## config.mk

```make
export PLATFORM = sky130hd
export DESIGN_NAME = bistable_relay_coil_sequencer
export DESIGN_NICKNAME = d
export VERILOG_FILES = /design/src/design/rcs_pkg.sv /design/src/design/rcs_core.sv /design/src/design/bistable_relay_coil_sequencer.sv
export SDC_FILE = /design/constraint.sdc
export NUM_CORES = 1
export LEC_CHECK = 0
export CELL_PAD_IN_SITES_DETAIL_PLACEMENT = 1
export CELL_PAD_IN_SITES_GLOBAL_PLACEMENT = 2
export CORE_ASPECT_RATIO = 2
export CORE_MARGIN = 2
export CORE_UTILIZATION = 39
export DETAILED_ROUTE_END_ITERATION = 6
export DONT_BUFFER_PORTS = 1
export PLACE_DENSITY_LB_ADDON = 0.1
export SYNTH_ARGS = -nofsm -noshare
export SYNTH_HDL_FRONTEND = slang
export SYNTH_SLANG_ARGS = --single-unit
```

## constraint.sdc

```tcl
create_clock -name i_clk -period 3.9 [get_ports i_clk]
set_clock_uncertainty 0.2 [all_clocks]
set_input_delay 0.39 -clock i_clk [delete_from_list [all_inputs] [get_ports i_clk]]
set_output_delay 0.39 -clock i_clk [all_outputs]
set_load 0.02 [all_outputs]
```

## src/design/rcs_pkg.sv

```systemverilog
// ----------------------------------------------------------------------------
// rcs_pkg
// Shared types and codes for the bistable relay coil sequencer.
// ----------------------------------------------------------------------------
`default_nettype none

package rcs_pkg;

    // opcodes of an input item
    localparam logic [1:0] OP_TICK   = 2'd0;
    localparam logic [1:0] OP_SET    = 2'd1;
    localparam logic [1:0] OP_PULSE  = 2'd2;
    localparam logic [1:0] OP_TOGGLE = 2'd3;

    // expander bytes driven to the coil
    localparam logic [7:0] PORT_ON  = 8'h30;
    localparam logic [7:0] PORT_OFF = 8'hC0;
    localparam logic [7:0] PORT_REL = 8'h50;

    // believed relay position
    localparam logic [1:0] ST_UNKNOWN = 2'd0;
    localparam logic [1:0] ST_OFF     = 2'd1;
    localparam logic [1:0] ST_ON      = 2'd2;

    // pending command
    localparam logic [1:0] CMD_NONE  = 2'd0;
    localparam logic [1:0] CMD_SET   = 2'd1;
    localparam logic [1:0] CMD_PULSE = 2'd2;

    // configuration register indexes
    localparam int unsigned CFG_IDX_BITS = 1;
    localparam logic [CFG_IDX_BITS-1:0] REG_ENERGIZE = 1'd0;
    localparam logic [CFG_IDX_BITS-1:0] REG_RECHARGE = 1'd1;

    localparam int unsigned CFG_BITS        = 16;
    localparam logic [15:0] ENERGIZE_RESET  = 16'd20;
    localparam logic [15:0] RECHARGE_RESET  = 16'd100;

    typedef struct packed {
        logic [1:0]  opcode;
        logic        target_on;
        logic [23:0] pulse_ticks;
    } t_rcs_in;

    typedef struct packed {
        logic [7:0] coil_port;
        logic [1:0] relay_state;
        logic       busy_res;
    } t_rcs_out;

endpackage

`default_nettype wire

```

## src/design/rcs_core.sv

```systemverilog
// ----------------------------------------------------------------------------
// rcs_core
// Sequencer state, configuration registers and the single-pass update that
// applies one tick or command and yields the result of that item.
// ----------------------------------------------------------------------------
`default_nettype none

module rcs_core import rcs_pkg::*; #(
    parameter int unsigned TICK_BITS = 24
) (
    input  wire logic                    i_clk,
    input  wire logic                    i_rst_n,
    input  wire logic                    i_step,
    input  wire t_rcs_in                 i_item,
    output t_rcs_out                     o_result,
    input  wire logic                    i_cfg_we,
    input  wire logic [CFG_IDX_BITS-1:0] i_cfg_index,
    input  wire logic [CFG_BITS-1:0]     i_cfg_data
);

    localparam int unsigned W = TICK_BITS;

    typedef enum logic [2:0] {
        PH_IDLE     = 3'd0,
        PH_SET_HOLD = 3'd1,
        PH_PUL_HOLD = 3'd2,
        PH_PUL_GAP  = 3'd3,
        PH_REV_HOLD = 3'd4
    } t_phase;

    t_phase         r_phase,   n_phase;
    logic [W-1:0]   r_wait,    n_wait;
    logic [1:0]     r_pending, n_pending;
    logic           r_wanted,  n_wanted;
    logic [W-1:0]   r_pulse,   n_pulse;
    logic [1:0]     r_believed, n_believed;
    logic [7:0]     r_port,    n_port;
    logic [15:0]    r_energize;
    logic [15:0]    r_recharge;

    logic [W-1:0]   energize_w;
    logic [W-1:0]   recharge_w;
    logic [W-1:0]   dur_w;

    function automatic logic [W-1:0] wait_for(input logic [W-1:0] n);
        return (n == '0) ? '0 : n - W'(1);
    endfunction

    // saturate durations into the tick counter width
    generate
        if (W >= 16) begin : g_cfg_wide
            assign energize_w = W'(r_energize);
            assign recharge_w = W'(r_recharge);
        end else begin : g_cfg_narrow
            assign energize_w = (|r_energize[15:W]) ? '1 : r_energize[W-1:0];
            assign recharge_w = (|r_recharge[15:W]) ? '1 : r_recharge[W-1:0];
        end
        if (W >= 24) begin : g_dur_wide
            assign dur_w = W'(i_item.pulse_ticks);
        end else begin : g_dur_narrow
            assign dur_w = (|i_item.pulse_ticks[23:W]) ? '1 : i_item.pulse_ticks[W-1:0];
        end
    endgenerate

    always_comb begin
        n_phase    = r_phase;
        n_wait     = r_wait;
        n_pending  = r_pending;
        n_wanted   = r_wanted;
        n_pulse    = r_pulse;
        n_believed = r_believed;
        n_port     = r_port;
        case (i_item.opcode)
            OP_TICK: begin
                if (r_wait != '0) begin
                    n_wait = r_wait - W'(1);
                end else begin
                    unique case (r_phase)
                        PH_SET_HOLD, PH_REV_HOLD: begin
                            n_port  = PORT_REL;
                            n_phase = PH_IDLE;
                            n_wait  = wait_for(recharge_w);
                        end
                        PH_PUL_HOLD: begin
                            n_port  = PORT_REL;
                            n_phase = PH_PUL_GAP;
                            n_wait  = wait_for(r_pulse);
                        end
                        PH_PUL_GAP: begin
                            n_believed = (r_believed == ST_ON) ? ST_OFF : ST_ON;
                            n_port     = (r_believed == ST_ON) ? PORT_OFF : PORT_ON;
                            n_phase    = PH_REV_HOLD;
                            n_wait     = wait_for(energize_w);
                        end
                        default: begin
                            n_phase = PH_IDLE;
                            if (r_pending == CMD_SET || r_pending == CMD_PULSE) begin
                                n_phase    = (r_pending == CMD_SET) ? PH_SET_HOLD
                                                                    : PH_PUL_HOLD;
                                n_pending  = CMD_NONE;
                                n_believed = r_wanted ? ST_ON : ST_OFF;
                                n_port     = r_wanted ? PORT_ON : PORT_OFF;
                                n_wait     = wait_for(energize_w);
                            end
                        end
                    endcase
                end
            end
            OP_SET: begin
                n_pending = CMD_SET;
                n_wanted  = i_item.target_on;
            end
            OP_PULSE: begin
                n_pending = CMD_PULSE;
                n_wanted  = i_item.target_on;
                n_pulse   = dur_w;
            end
            default: begin
                // toggle, ignored while the position is unknown
                if (r_believed == ST_OFF || r_believed == ST_ON) begin
                    n_pending = CMD_SET;
                    n_wanted  = (r_believed == ST_OFF);
                end
            end
        endcase
    end

    assign o_result.coil_port   = n_port;
    assign o_result.relay_state = n_believed;
    assign o_result.busy_res    = (n_phase != PH_IDLE) || (n_wait != '0);

    always_ff @(posedge i_clk) begin
        if (!i_rst_n) begin
            r_phase    <= PH_IDLE;
            r_wait     <= '0;
            r_pending  <= CMD_NONE;
            r_wanted   <= 1'b0;
            r_pulse    <= '0;
            r_believed <= ST_UNKNOWN;
            r_port     <= PORT_REL;
            r_energize <= ENERGIZE_RESET;
            r_recharge <= RECHARGE_RESET;
        end else begin
            if (i_step) begin
                r_phase    <= n_phase;
                r_wait     <= n_wait;
                r_pending  <= n_pending;
                r_wanted   <= n_wanted;
                r_pulse    <= n_pulse;
                r_believed <= n_believed;
                r_port     <= n_port;
            end
            if (i_cfg_we) begin
                unique case (i_cfg_index)
                    REG_ENERGIZE: r_energize <= i_cfg_data;
                    REG_RECHARGE: r_recharge <= i_cfg_data;
                    default: ;
                endcase
            end
        end
    end

    // coil is released exactly when no drive phase is running
    a_released_when_not_driving: assert property (@(posedge i_clk) disable iff (!i_rst_n)
        (r_phase == PH_IDLE || r_phase == PH_PUL_GAP) |-> (r_port == PORT_REL))
        else $error("coil not released outside a drive phase");

    a_driving_in_hold: assert property (@(posedge i_clk) disable iff (!i_rst_n)
        (r_phase == PH_SET_HOLD || r_phase == PH_PUL_HOLD || r_phase == PH_REV_HOLD)
        |-> (r_port == PORT_ON || r_port == PORT_OFF))
        else $error("coil not driven during a hold phase");

    a_known_while_running: assert property (@(posedge i_clk) disable iff (!i_rst_n)
        (r_phase != PH_IDLE) |-> (r_believed == ST_ON || r_believed == ST_OFF))
        else $error("position unknown while a sequence runs");

    a_port_matches_state: assert property (@(posedge i_clk) disable iff (!i_rst_n)
        (r_port == PORT_ON) |-> (r_believed == ST_ON))
        else $error("drive polarity disagrees with believed position");

    a_hold_still_without_step: assert property (@(posedge i_clk) disable iff (!i_rst_n)
        !i_step |=> ($stable(r_phase) && $stable(r_wait) && $stable(r_pending)))
        else $error("sequencer state moved without an item");

endmodule

`default_nettype wire

```

## src/design/bistable_relay_coil_sequencer.sv

```systemverilog
// ----------------------------------------------------------------------------
// bistable_relay_coil_sequencer
// Top level: input register, sequencer core and result register.
// ----------------------------------------------------------------------------
// Every accepted item (tick, set, pulse or toggle) gives exactly one result,
// held in the result register after the item leaves the input register. One
// item is taken per cycle while the result side does not stall: the input
// register feeds the single-pass update in the core, which writes the state
// and the result register in the same cycle. Configuration writes take
// effect on the next edge and should be made with no item in flight.
// Durations are ticks in a TICK_BITS wide counter, saturating at the top value.
// ----------------------------------------------------------------------------
`default_nettype none

module bistable_relay_coil_sequencer import rcs_pkg::*; #(
    parameter int unsigned TICK_BITS = 24
) (
    input  wire logic                    i_clk,
    input  wire logic                    i_rst_n,
    input  wire logic                    i_valid,
    output logic                         o_stall,
    input  wire t_rcs_in                 i_data,
    output logic                         o_valid,
    input  wire logic                    i_stall,
    output t_rcs_out                     o_data,
    input  wire logic                    i_cfg_we,
    input  wire logic [CFG_IDX_BITS-1:0] i_cfg_index,
    input  wire logic [CFG_BITS-1:0]     i_cfg_data
);

    logic     r_in_valid;
    t_rcs_in  r_in;
    logic     r_out_valid;
    t_rcs_out r_out;
    t_rcs_out result;
    logic     advance;
    logic     step;

    assign advance = !r_out_valid || !i_stall;
    assign step    = r_in_valid && advance;
    assign o_stall = r_in_valid && !advance;
    assign o_valid = r_out_valid;
    assign o_data  = r_out;

    rcs_core #(
        .TICK_BITS (TICK_BITS)
    ) u_core (
        .i_clk       (i_clk),
        .i_rst_n     (i_rst_n),
        .i_step      (step),
        .i_item      (r_in),
        .o_result    (result),
        .i_cfg_we    (i_cfg_we),
        .i_cfg_index (i_cfg_index),
        .i_cfg_data  (i_cfg_data)
    );

    always_ff @(posedge i_clk) begin
        if (!i_rst_n) begin
            r_in_valid  <= 1'b0;
            r_out_valid <= 1'b0;
        end else begin
            if (!o_stall) begin
                r_in_valid <= i_valid;
            end
            if (advance) begin
                r_out_valid <= r_in_valid;
            end
        end
    end

    always_ff @(posedge i_clk) begin
        if (!o_stall && i_valid) begin
            r_in <= i_data;
        end
        if (step) begin
            r_out <= result;
        end
    end

endmodule

`default_nettype wire

```

==> results.json, run 1 <==
{
  "avgSynthCellArea_um2": 8.25,
  "area_growth_syn_to_layout_pct": 19.9,
  "grt_max_degree": 42,
  "die_area_um2": 19800,
  "cts_resized": 0,
  "vias_per_cell": 5.93,
  "timing.hold.ws_ns": 0.217,
  "cts_max_level": 4,
  "crit_buf_inv": 1,
  "worstHoldPathCells": 3,
  "layout_min_cycle_time_ns": 3.71,
  "die_w_um": 101,
  "arrival_ns": 3.68,
  "r2r_end": "o_data[0]",
  "synth_area_um2": 7280,
  "hp-start": "i_cfg_index",
  "critPathMaxStageDelay_ns": 0.47,
  "critPathKind": "reg2reg",
  "synth_fp_nets": 943,
  "grt_overflow": 0,
  "hold_viol_final": 0,
  "peakVddDrop_v": 0.000242,
  "leakage_nw": 3.22,
  "start_util": 0.398,
  "worst_r2r_startpoint": "u_core.r_wait[1]",
  "synth-edff-count": 38,
  "reg2reg_depth": 10,
  "min_to": "u_core.r_energize[15]",
  "slowest_stage": "a2111oi_2",
  "cts_root_buffer": "clkbuf_16",
  "globalRouteTotalUtil": 0.276,
  "seq_area_frac_synth": 0.426,
  "numCtsBuffers": 17,
  "cts.clk_slew.worst_paths_ns": 0.07,
  "place_ws_ns": 0.260,
  "clk_latency_ns": 0.44,
  "ys_async_sr_fraction": 0,
  "synth_ff_type": "dfxtp_1",
  "layout-drive-gt1-share": 0.105,
  "cts_tree": "done",
  "cts_buffer_depth": 2,
  "die_h_um": 197,
  "start_kind": "register",
  "max_freq_ghz": 0.270,
  "num_vias": 6906,
  "grt_pass1_wl_um": 40800,
  "finish.utilization": 0.477,
  "ys_ff_latch": 136,
  "ys_warn_count": 0,
  "finish.net_count": 997,
  "drt_iter0_markers": 220,
  "num_rows": 70,
  "io_pins": 62,
  "core_um2": 18300,
  "period_share": 0.950,
  "final_cell_mix": "nand2_1 (170), dfxtp_1 (98), a21oi_1 (86)",
  "final_common_cell": "nand2_1",
  "hold_path.class": "in2reg",
  "postCtsSetupBuffers": 0,
  "outcome": "complete, no violations",
  "p_per_area_nw_per_um2": 456,
  "critPathMaxFanout": 6,
  "yosysTopAreaCell": "dfxtp_1",
  "setup_viol_count_final": 0,
  "fillers": 2142,
  "setup-tns-final_ns": 0,
  "synth_cells": 882,
  "maxSlewViolCount": 0,
  "maxCapViolCount": 0,
  "ff2ff_setup_slack_ns": 0.19,
  "synthTopCellsByArea": "dfxtp_1 (27%), edfxtp_1 (16%), nand2_1 (8.8%)",
  "grt_pass1_vias": 7395,
  "worstMarginPinSlew_ns": 1.22,
  "grt_antenna_before_repair": 0,
  "wl_um": 26400,
  "crit_path_cell_trace": "inv_1 -> ha_1 -> nor3b_1 -> nand4_1 -> or2_2 -> a2111o_1 -> a22o_1 -> a2111oi_2 -> and4_1 -> nand3_1",
  "synth.top_cell.area_share": 0.270,
  "finalWorstSetupSlack_ns": 0.194,
  "cts_sinks": 136,
  "relSlewSlack": 0.183,
  "hpwl_um": 20500,
  "yosys.cell_types.count": 72,
  "required_ns": 3.87,
  "ant_nets": 0,
  "wl_per_cell_um": 22.7,
  "antenna_cells": 0,
  "end_kind": "register",
  "cts_hold_buf": 46,
  "drt-pass1-iter-count": 5,
  "crit_cells": 10,
  "rsz0062_at_grt": "no",
  "place.gp.congestion": 0.988,
  "p_total_mw": 3.98,
  "path_delay_family": "simple AND/OR/NAND/NOR gates",
  "drc": 0,
  "portBuffers": 0
}
where the power goes:
part | switching (mW) | leakage [nW] | internal (mW) | total [mW]
Sequential | 0.0666 | 1.16 | 1.51 | 1.58
Clock | 0.715 | 0.295 | 0.968 | 1.68
Combinational | 0.441 | 1.76 | 0.272 | 0.713
tightest hold or removal path, stage by stage:
cell     delay (ns)
nor2b_1        0.21
nand2_1        0.15
a21oi_1        0.05
synth_stat cells, types with 5 or more instances:
library cell  instances
a21o_1                5
or4_1                10
o21a_1                7
xnor2_1              24
buf_2                 5
o211ai_1              5
nand3_1              20
xor2_1               23
o31ai_1              10
nand2_1             170
inv_1                19
and3_1                7
or2_2                 6
or3_1                 9
o21ai_0              40
nand3b_1              5
nor3b_1               6
a21oi_1              86
and2_1                8
nor2_1               69
mux2i_1               6
nor4_2                5
nor3_1               27
clkbuf_1             45
ha_1                 12
edfxtp_1             38
nand4_1              13
dfxtp_1              98
a211oi_1              7
nor4_1               20
o22ai_1               7
kinds of logic after synthesis:
| kind of cell | count (synthesis) | share of synthesized area |
|---|---|---|
| multiplexers | 7 | 0.00980 |
| AND/OR/NAND/NOR | 394 | 0.263 |
| AO/OA/AOI/OAI | 213 | 0.185 |
| flip-flops | 136 | 0.426 |
| adder cells (fa/ha/maj) | 12 | 0.0206 |
| XOR/XNOR | 47 | 0.0566 |
| buffers and inverters | 73 | 0.0385 |
area by class of cell:
| cell class | count | area (µm²) | share of cell area |
|---|---|---|---|
| flip-flops and latches | 136 | 3100 | 0.356 |
| inverters | 21 | 78.8 | 0.00903 |
| well taps | 216 | 270 | 0.0310 |
| clock buffers | 17 | 425 | 0.0488 |
| clock inverters | 15 | 183 | 0.0209 |
| multi-input cells | 673 | 3900 | 0.447 |
| repair buffers | 87 | 768 | 0.0881 |
how the worst max path moves through the flow:
| stage | start | slack (ns) | to |
|---|---|---|---|
| finish | u_core.r_wait[1] | 0.19 | o_data[0] |
| global route | u_core.r_energize[0] | 0.002 | o_data[0] |
| CTS | u_core.r_wait[0] | 0.24 | o_data[0] |
| detailed placement | u_core.r_wait[0] | 0.26 | o_data[0] |
| global placement | u_core.r_energize[0] | 0.34 | o_data[0] |
| floorplan | u_core.r_energize[0] | 0.62 | o_data[0] |
registers in the layout, summed over array words and instances (netlist names):
signal             flops
u_core.r_pending       2
u_core.r_pulse        24
u_core.r_phase         3
r_in                  27
u_core.r_recharge     16
u_core.r_energize     16
o_valid                1
r_in_valid             1
u_core.r_port          8
u_core.r_wanted        1
u_core.r_believed      2
u_core.r_wait         24
o_data                11
layer usage:
layer,wire length [µm],GRT usage,vias to the layer above
li1,-,-,3276
met1,8850,0.248,3387
met2,15000,0.537,151
met3,531,0.0347,92
met4,2010,0.201,0
met5,0,0,-
metrics by stage:
step | instances | area, µm²
after global placement | 1087 | 7660
final | 1165 | 8720
after detailed placement | 1087 | 7660
after global routing | 1165 | 8720
after CTS | 1165 | 8720
after floorplan | 882 | 7280
(Power assumes the default switching activity.)
==> run 2, diff against run 1 <==
RECOVER_POWER = 25   (was not set)
==> run 2 against run 1 <==
Compared with the run above: first-iteration DRC count grew 0.45%; sequential power about the same; sequential share of layout area about the same; combinational power barely moved; the run now ends with capacitance limit, slew limit left; largest cell class unchanged; critical path depth stayed put; design area about the same; worst setup slack worse by 0.0014 ns; critical endpoint unchanged; via count hardly changed.
==> results.json, run 2 (synthesis gave the netlist of run 1 again) <==
{
  "critPathMaxStageDelay_ns": 0.47,
  "relSlewSlack": -0.227,
  "grt_pass1_wl_um": 40800,
  "max_freq_ghz": 0.270,
  "drc": 0,
  "required_ns": 3.87,
  "leakage_nw": 3.22,
  "cts_max_level": 4,
  "final-instance-count-excl-fill": 1165,
  "cts_buffer_depth": 2,
  "final_common_cell": "nand2_1",
  "wl_per_cell_um": 22.7,
  "postCtsSetupBuffers": 0,
  "critPathMaxFanout": 6,
  "portBuffers": 0,
  "cts.clk_slew.worst_paths_ns": 0.07,
  "worstHoldPathCells": 3,
  "area_growth_syn_to_layout_pct": 19.8,
  "final_cell_mix": "nand2_1 (170), dfxtp_1 (98), a21oi_1 (86)",
  "die_area_um2": 19800,
  "slowest_stage": "a2111oi_2",
  "end_kind": "register",
  "start_util": 0.398,
  "dp.cells": 1087,
  "drt-pass1-iter-count": 5,
  "setup_viol_count_final": 0,
  "maxCapViolCount": 1,
  "grt_max_degree": 42,
  "wl_um": 26400,
  "num_rows": 70,
  "outcome": "finished with violations",
  "place_ws_ns": 0.260,
  "cts_root_buffer": "clkbuf_16",
  "start_kind": "register",
  "finish.net_count": 997,
  "layout_min_cycle_time_ns": 3.71,
  "p_per_area_nw_per_um2": 456,
  "numCtsBuffers": 17,
  "peakVddDrop_v": 0.000241,
  "fillers": 2143,
  "placed_cell_area_um2": 7660,
  "critPathKind": "reg2reg",
  "period_share": 0.950,
  "rsz0062_at_grt": "no",
  "die_h_um": 197,
  "finalWorstSetupSlack_ns": 0.193,
  "worstMarginPinSlew_ns": 1.84,
  "core_um2": 18300,
  "reg2reg_depth": 10,
  "arrival_ns": 3.68,
  "setup-tns-final_ns": 0,
  "design_area_um2": 8720,
  "path_delay_family": "simple AND/OR/NAND/NOR gates",
  "die_w_um": 101,
  "crit_buf_inv": 1,
  "largestRegisters": "r_in x27, u_core.r_pulse x24, u_core.r_wait x24",
  "vias_per_cell": 5.93,
  "cts_sinks": 136,
  "largest_reg_flops": 27,
  "hpwl_um": 20500,
  "grt_antenna_before_repair": 0,
  "drt_iter0_markers": 221,
  "crit_cells": 10,
  "maxSlewViolCount": 42,
  "hold_path.class": "in2reg",
  "io_pins": 62,
  "grt_overflow": 0,
  "clk_latency_ns": 0.44,
  "grt_pass1_vias": 7395,
  "crit_path_cell_trace": "inv_1 -> ha_1 -> nor3b_1 -> nand4_1 -> or2_2 -> a2111o_1 -> a22o_1 -> a2111oi_2 -> and4_1 -> nand3_1",
  "ant_nets": 0,
  "num_vias": 6911,
  "place.gp.congestion": 0.988,
  "largest-register": "r_in",
  "globalRouteTotalUtil": 0.276,
  "hold_viol_final": 0,
  "violations": "capacitance limit, slew limit",
  "layout-drive-gt1-share": 0.103,
  "antenna_cells": 0,
  "cts_tree": "done"
}
## run 2: cell types whose count changed in the layout (fill, tap and decap cells not counted)
cell and delta:
buf_4 -1, inv_1 +1, clkbuf_1 +1, inv_2 -1
## run 2: timing repair
| item | in CTS | in global routing |
|---|---|---|
| endpoints found under the setup margin | 0 | 0 |
| hold endpoints to repair | 75 | 0 |
| gates resized for setup | 0 | 0 |
| hold buffers | 46 | 0 |
## run 2: where the power goes
| group | internal (mW) | switching, mW | total, mW | leakage, nW |
|---|---|---|---|---|
| sequential | 1.51 | 0.0666 | 1.58 | 1.16 |
| combinational | 0.272 | 0.441 | 0.713 | 1.76 |
| clock | 0.968 | 0.714 | 1.68 | 0.295 |
## run 2: tightest hold or removal path, stage by stage
cell and delay, ns:
nor2b_1 0.21, nand2_1 0.15, a21oi_1 0.05
## run 2: area by class of cell
cell class / instances / area, µm² / share of cell area
inverter: 21 / 78.8 / 0.00904
timing repair buffer: 87 / 764 / 0.0877
clock buffer: 17 / 425 / 0.0488
sequential: 136 / 3100 / 0.356
clock inverter: 15 / 183 / 0.0209
multi-input combinational: 673 / 3900 / 0.447
tap: 216 / 270 / 0.0310
## run 2: metrics by stage
stage	utilization	power, mW	hold WS (ns)
after CTS	0.477	4.01	0.203
final	0.476	3.98	0.217
after detailed placement	0.418	2.27	0.261
after global placement	0.418	2.26	0.250
after floorplan	-	2.01	0.241
after global routing	0.476	4.12	0.234
## run 2: worst paths after layout
check | startpoint | endpoint | slack, ns
worst min-delay path | i_cfg_index | u_core.r_energize[9] | 0.22
worst max-delay path | u_core.r_wait[1] | o_data[0] | 0.19
worst max register to register | u_core.r_wait[1] | o_data[0] | 0.19
worst min register to register | u_core.r_port[6] | u_core.r_port[6] | 0.28
## run 2: layer usage
layer  wire (µm)  global-route usage
met3         536              0.0347
met5           0                   0
met4        2020               0.201
met2       15000               0.537
met1        8860               0.248
==> run 3, diff against run 2 <==
--- a/constraint.sdc
+++ b/constraint.sdc
@@ -3,3 +3,3 @@
 set_input_delay 0.39 -clock i_clk [delete_from_list [all_inputs] [get_ports i_clk]]
 set_output_delay 0.39 -clock i_clk [all_outputs]
-set_load 0.02 [all_outputs]
+set_load 0.005 [all_outputs]
==> run 3 against run 2 <==
Compared with the run above: clock power down 8%; count of clock-buffer cells in the layout up 1; fmax about the same; design area down 0.46%; largest cell class unchanged; worst setup slack about the same; first-iteration DRC count up 20%; register-to-register slack about the same; power down 3.7%; global-route usage down 0.14 points; the flow now finishes without violations.
==> results.json, run 3 (synthesis gave the netlist of run 1 again) <==
{
  "die_w_um": 101,
  "grt_pass1_wl_um": 40700,
  "area_growth_syn_to_layout_pct": 19.3,
  "leakage_nw": 3.19,
  "reg2reg_depth": 10,
  "hold_viol_final": 0,
  "sw_frac_of_total": 0.315,
  "hold_path.class": "in2reg",
  "antenna_cells": 0,
  "drt-pass1-iter-count": 4,
  "cts.clk_slew.worst_paths_ns": 0.07,
  "cts_root_buffer": "clkbuf_16",
  "cts_sinks": 136,
  "worstMarginPinSlew_ns": 1.24,
  "end_kind": "register",
  "maxCapViolCount": 0,
  "placed_cell_area_um2": 7650,
  "largest_reg_flops": 27,
  "design_area_um2": 8680,
  "cts_buffer_depth": 2,
  "cts_resized": 0,
  "relSlewSlack": 0.171,
  "core_um2": 18300,
  "grt_overflow": 0,
  "period_share": 0.951,
  "wl_per_cell_um": 22.7,
  "finish.utilization": 0.474,
  "crit_path_cell_trace": "inv_1 -> ha_1 -> nor3b_1 -> nand4_1 -> or2_2 -> a2111o_1 -> a22o_1 -> a2111oi_2 -> and4_1 -> nand3_1",
  "pwr-share-clk": 0.403,
  "seq_power_share": 0.411,
  "num_vias": 6860,
  "wl_um": 26400,
  "crit_buf_inv": 1,
  "layout_min_cycle_time_ns": 3.71,
  "dp.cells": 1086,
  "largestRegisters": "r_in x27, u_core.r_pulse x24, u_core.r_wait x24",
  "p_per_area_nw_per_um2": 441,
  "power.internal_mw": 2.62,
  "clk_latency_ns": 0.43,
  "critPathMaxFanout": 6,
  "die_h_um": 197,
  "required_ns": 3.86,
  "max_freq_ghz": 0.270,
  "p_total_mw": 3.83,
  "setup_viol_count_final": 0,
  "finalWorstSetupSlack_ns": 0.193,
  "ant_nets": 0,
  "num_rows": 70,
  "worst_r2r_startpoint": "u_core.r_wait[1]",
  "rsz0062_at_grt": "no",
  "grt_max_degree": 42,
  "finish.net_count": 997,
  "cts_max_level": 4,
  "r2r_end": "o_data[0]",
  "place.gp.congestion": 0.992,
  "p_comb_frac": 0.185,
  "start_util": 0.398,
  "critPathMaxStageDelay_ns": 0.48,
  "peakVddDrop_v": 0.000280,
  "drc": 0,
  "arrival_ns": 3.67,
  "critPathKind": "reg2reg",
  "largest-register": "r_in",
  "ff2ff_setup_slack_ns": 0.19,
  "timing.hold.ws_ns": 0.141,
  "io_pins": 62,
  "maxSlewViolCount": 0,
  "numCtsBuffers": 17,
  "setup-tns-final_ns": 0,
  "slowest_stage": "a2111oi_2",
  "p_sw_mw": 1.20,
  "place_ws_ns": 0.281,
  "drt_iter0_markers": 265,
  "final_cell_mix": "nand2_1 (170), dfxtp_1 (98), a21oi_1 (86)",
  "grt_antenna_before_repair": 0,
  "cts_tree": "done",
  "grt_pass1_vias": 7400,
  "hp-start": "i_stall",
  "die_area_um2": 19800,
  "vias_per_cell": 5.89,
  "hpwl_um": 20600,
  "path_delay_family": "simple AND/OR/NAND/NOR gates",
  "outcome": "complete, no violations",
  "globalRouteTotalUtil": 0.274,
  "fillers": 2192,
  "worstHoldPathCells": 3,
  "layout-drive-gt1-share": 0.104,
  "final-instance-count-excl-fill": 1165,
  "min_to": "r_in_valid",
  "final_common_cell": "nand2_1",
  "start_kind": "register",
  "portBuffers": 0
}
run 3: cell types whose count changed in the layout (fill, tap and decap cells not counted), sizes merged:
cell | before | now
clkbuf | 18 | 19
inv | 28 | 27
bufinv | 2 | 0
clkinvlp | 1 | 3
run 3: worst max-delay path by stage:
stage	to	from	slack (ns)	cells past startpoint
3_5_place_dp	o_data[0]	u_core.r_energize[0]	0.28	10
6_report	o_data[0]	u_core.r_wait[1]	0.19	10
2_1_floorplan	o_data[0]	u_core.r_energize[0]	0.62	11
5_1_grt	o_data[0]	u_core.r_energize[0]	0.02	10
3_3_place_gp	o_data[0]	u_core.r_energize[0]	0.34	10
4_1_cts	o_data[0]	u_core.r_wait[1]	0.26	10
run 3: layer usage:
metal | wire length [µm] | global-route usage | vias to the layer above
li1 | - | - | 3268
met1 | 8740 | 0.245 | 3362
met2 | 15100 | 0.536 | 142
met3 | 573 | 0.0336 | 88
met4 | 1990 | 0.202 | 0
met5 | 0 | 0 | -
run 3: repair_timing:
item,in CTS,in global routing
buffers inserted,0,0
hold buffers,46,0
endpoints found under the hold margin,75,0
run 3: cell type report:
| cell class | instances | area (µm²) | share of cell area |
|---|---|---|---|
| multi-input combinational | 673 | 3900 | 0.449 |
| clock buffer | 18 | 429 | 0.0494 |
| clock inverter | 14 | 131 | 0.0151 |
| sequential | 136 | 3100 | 0.357 |
| tap | 216 | 270 | 0.0311 |
| timing repair buffer | 87 | 772 | 0.0889 |
| inverter | 21 | 78.8 | 0.00908 |
run 3: worst min-delay path, cell delays in order:
cell    delay [ns]
and3_1        0.22
nor2_1        0.06
nor2_1        0.07
run 3: power groups by stage:
| stage | registers (mW) | clock network, mW | logic, mW |
|---|---|---|---|
| after floorplan | 1.58 | 0 | 0.424 |
| after global placement | 1.60 | 0 | 0.651 |
| after detailed placement | 1.61 | 0 | 0.663 |
| after CTS | 1.58 | 1.58 | 0.708 |
| after global routing | 1.58 | 1.62 | 0.769 |
| final | 1.58 | 1.54 | 0.710 |
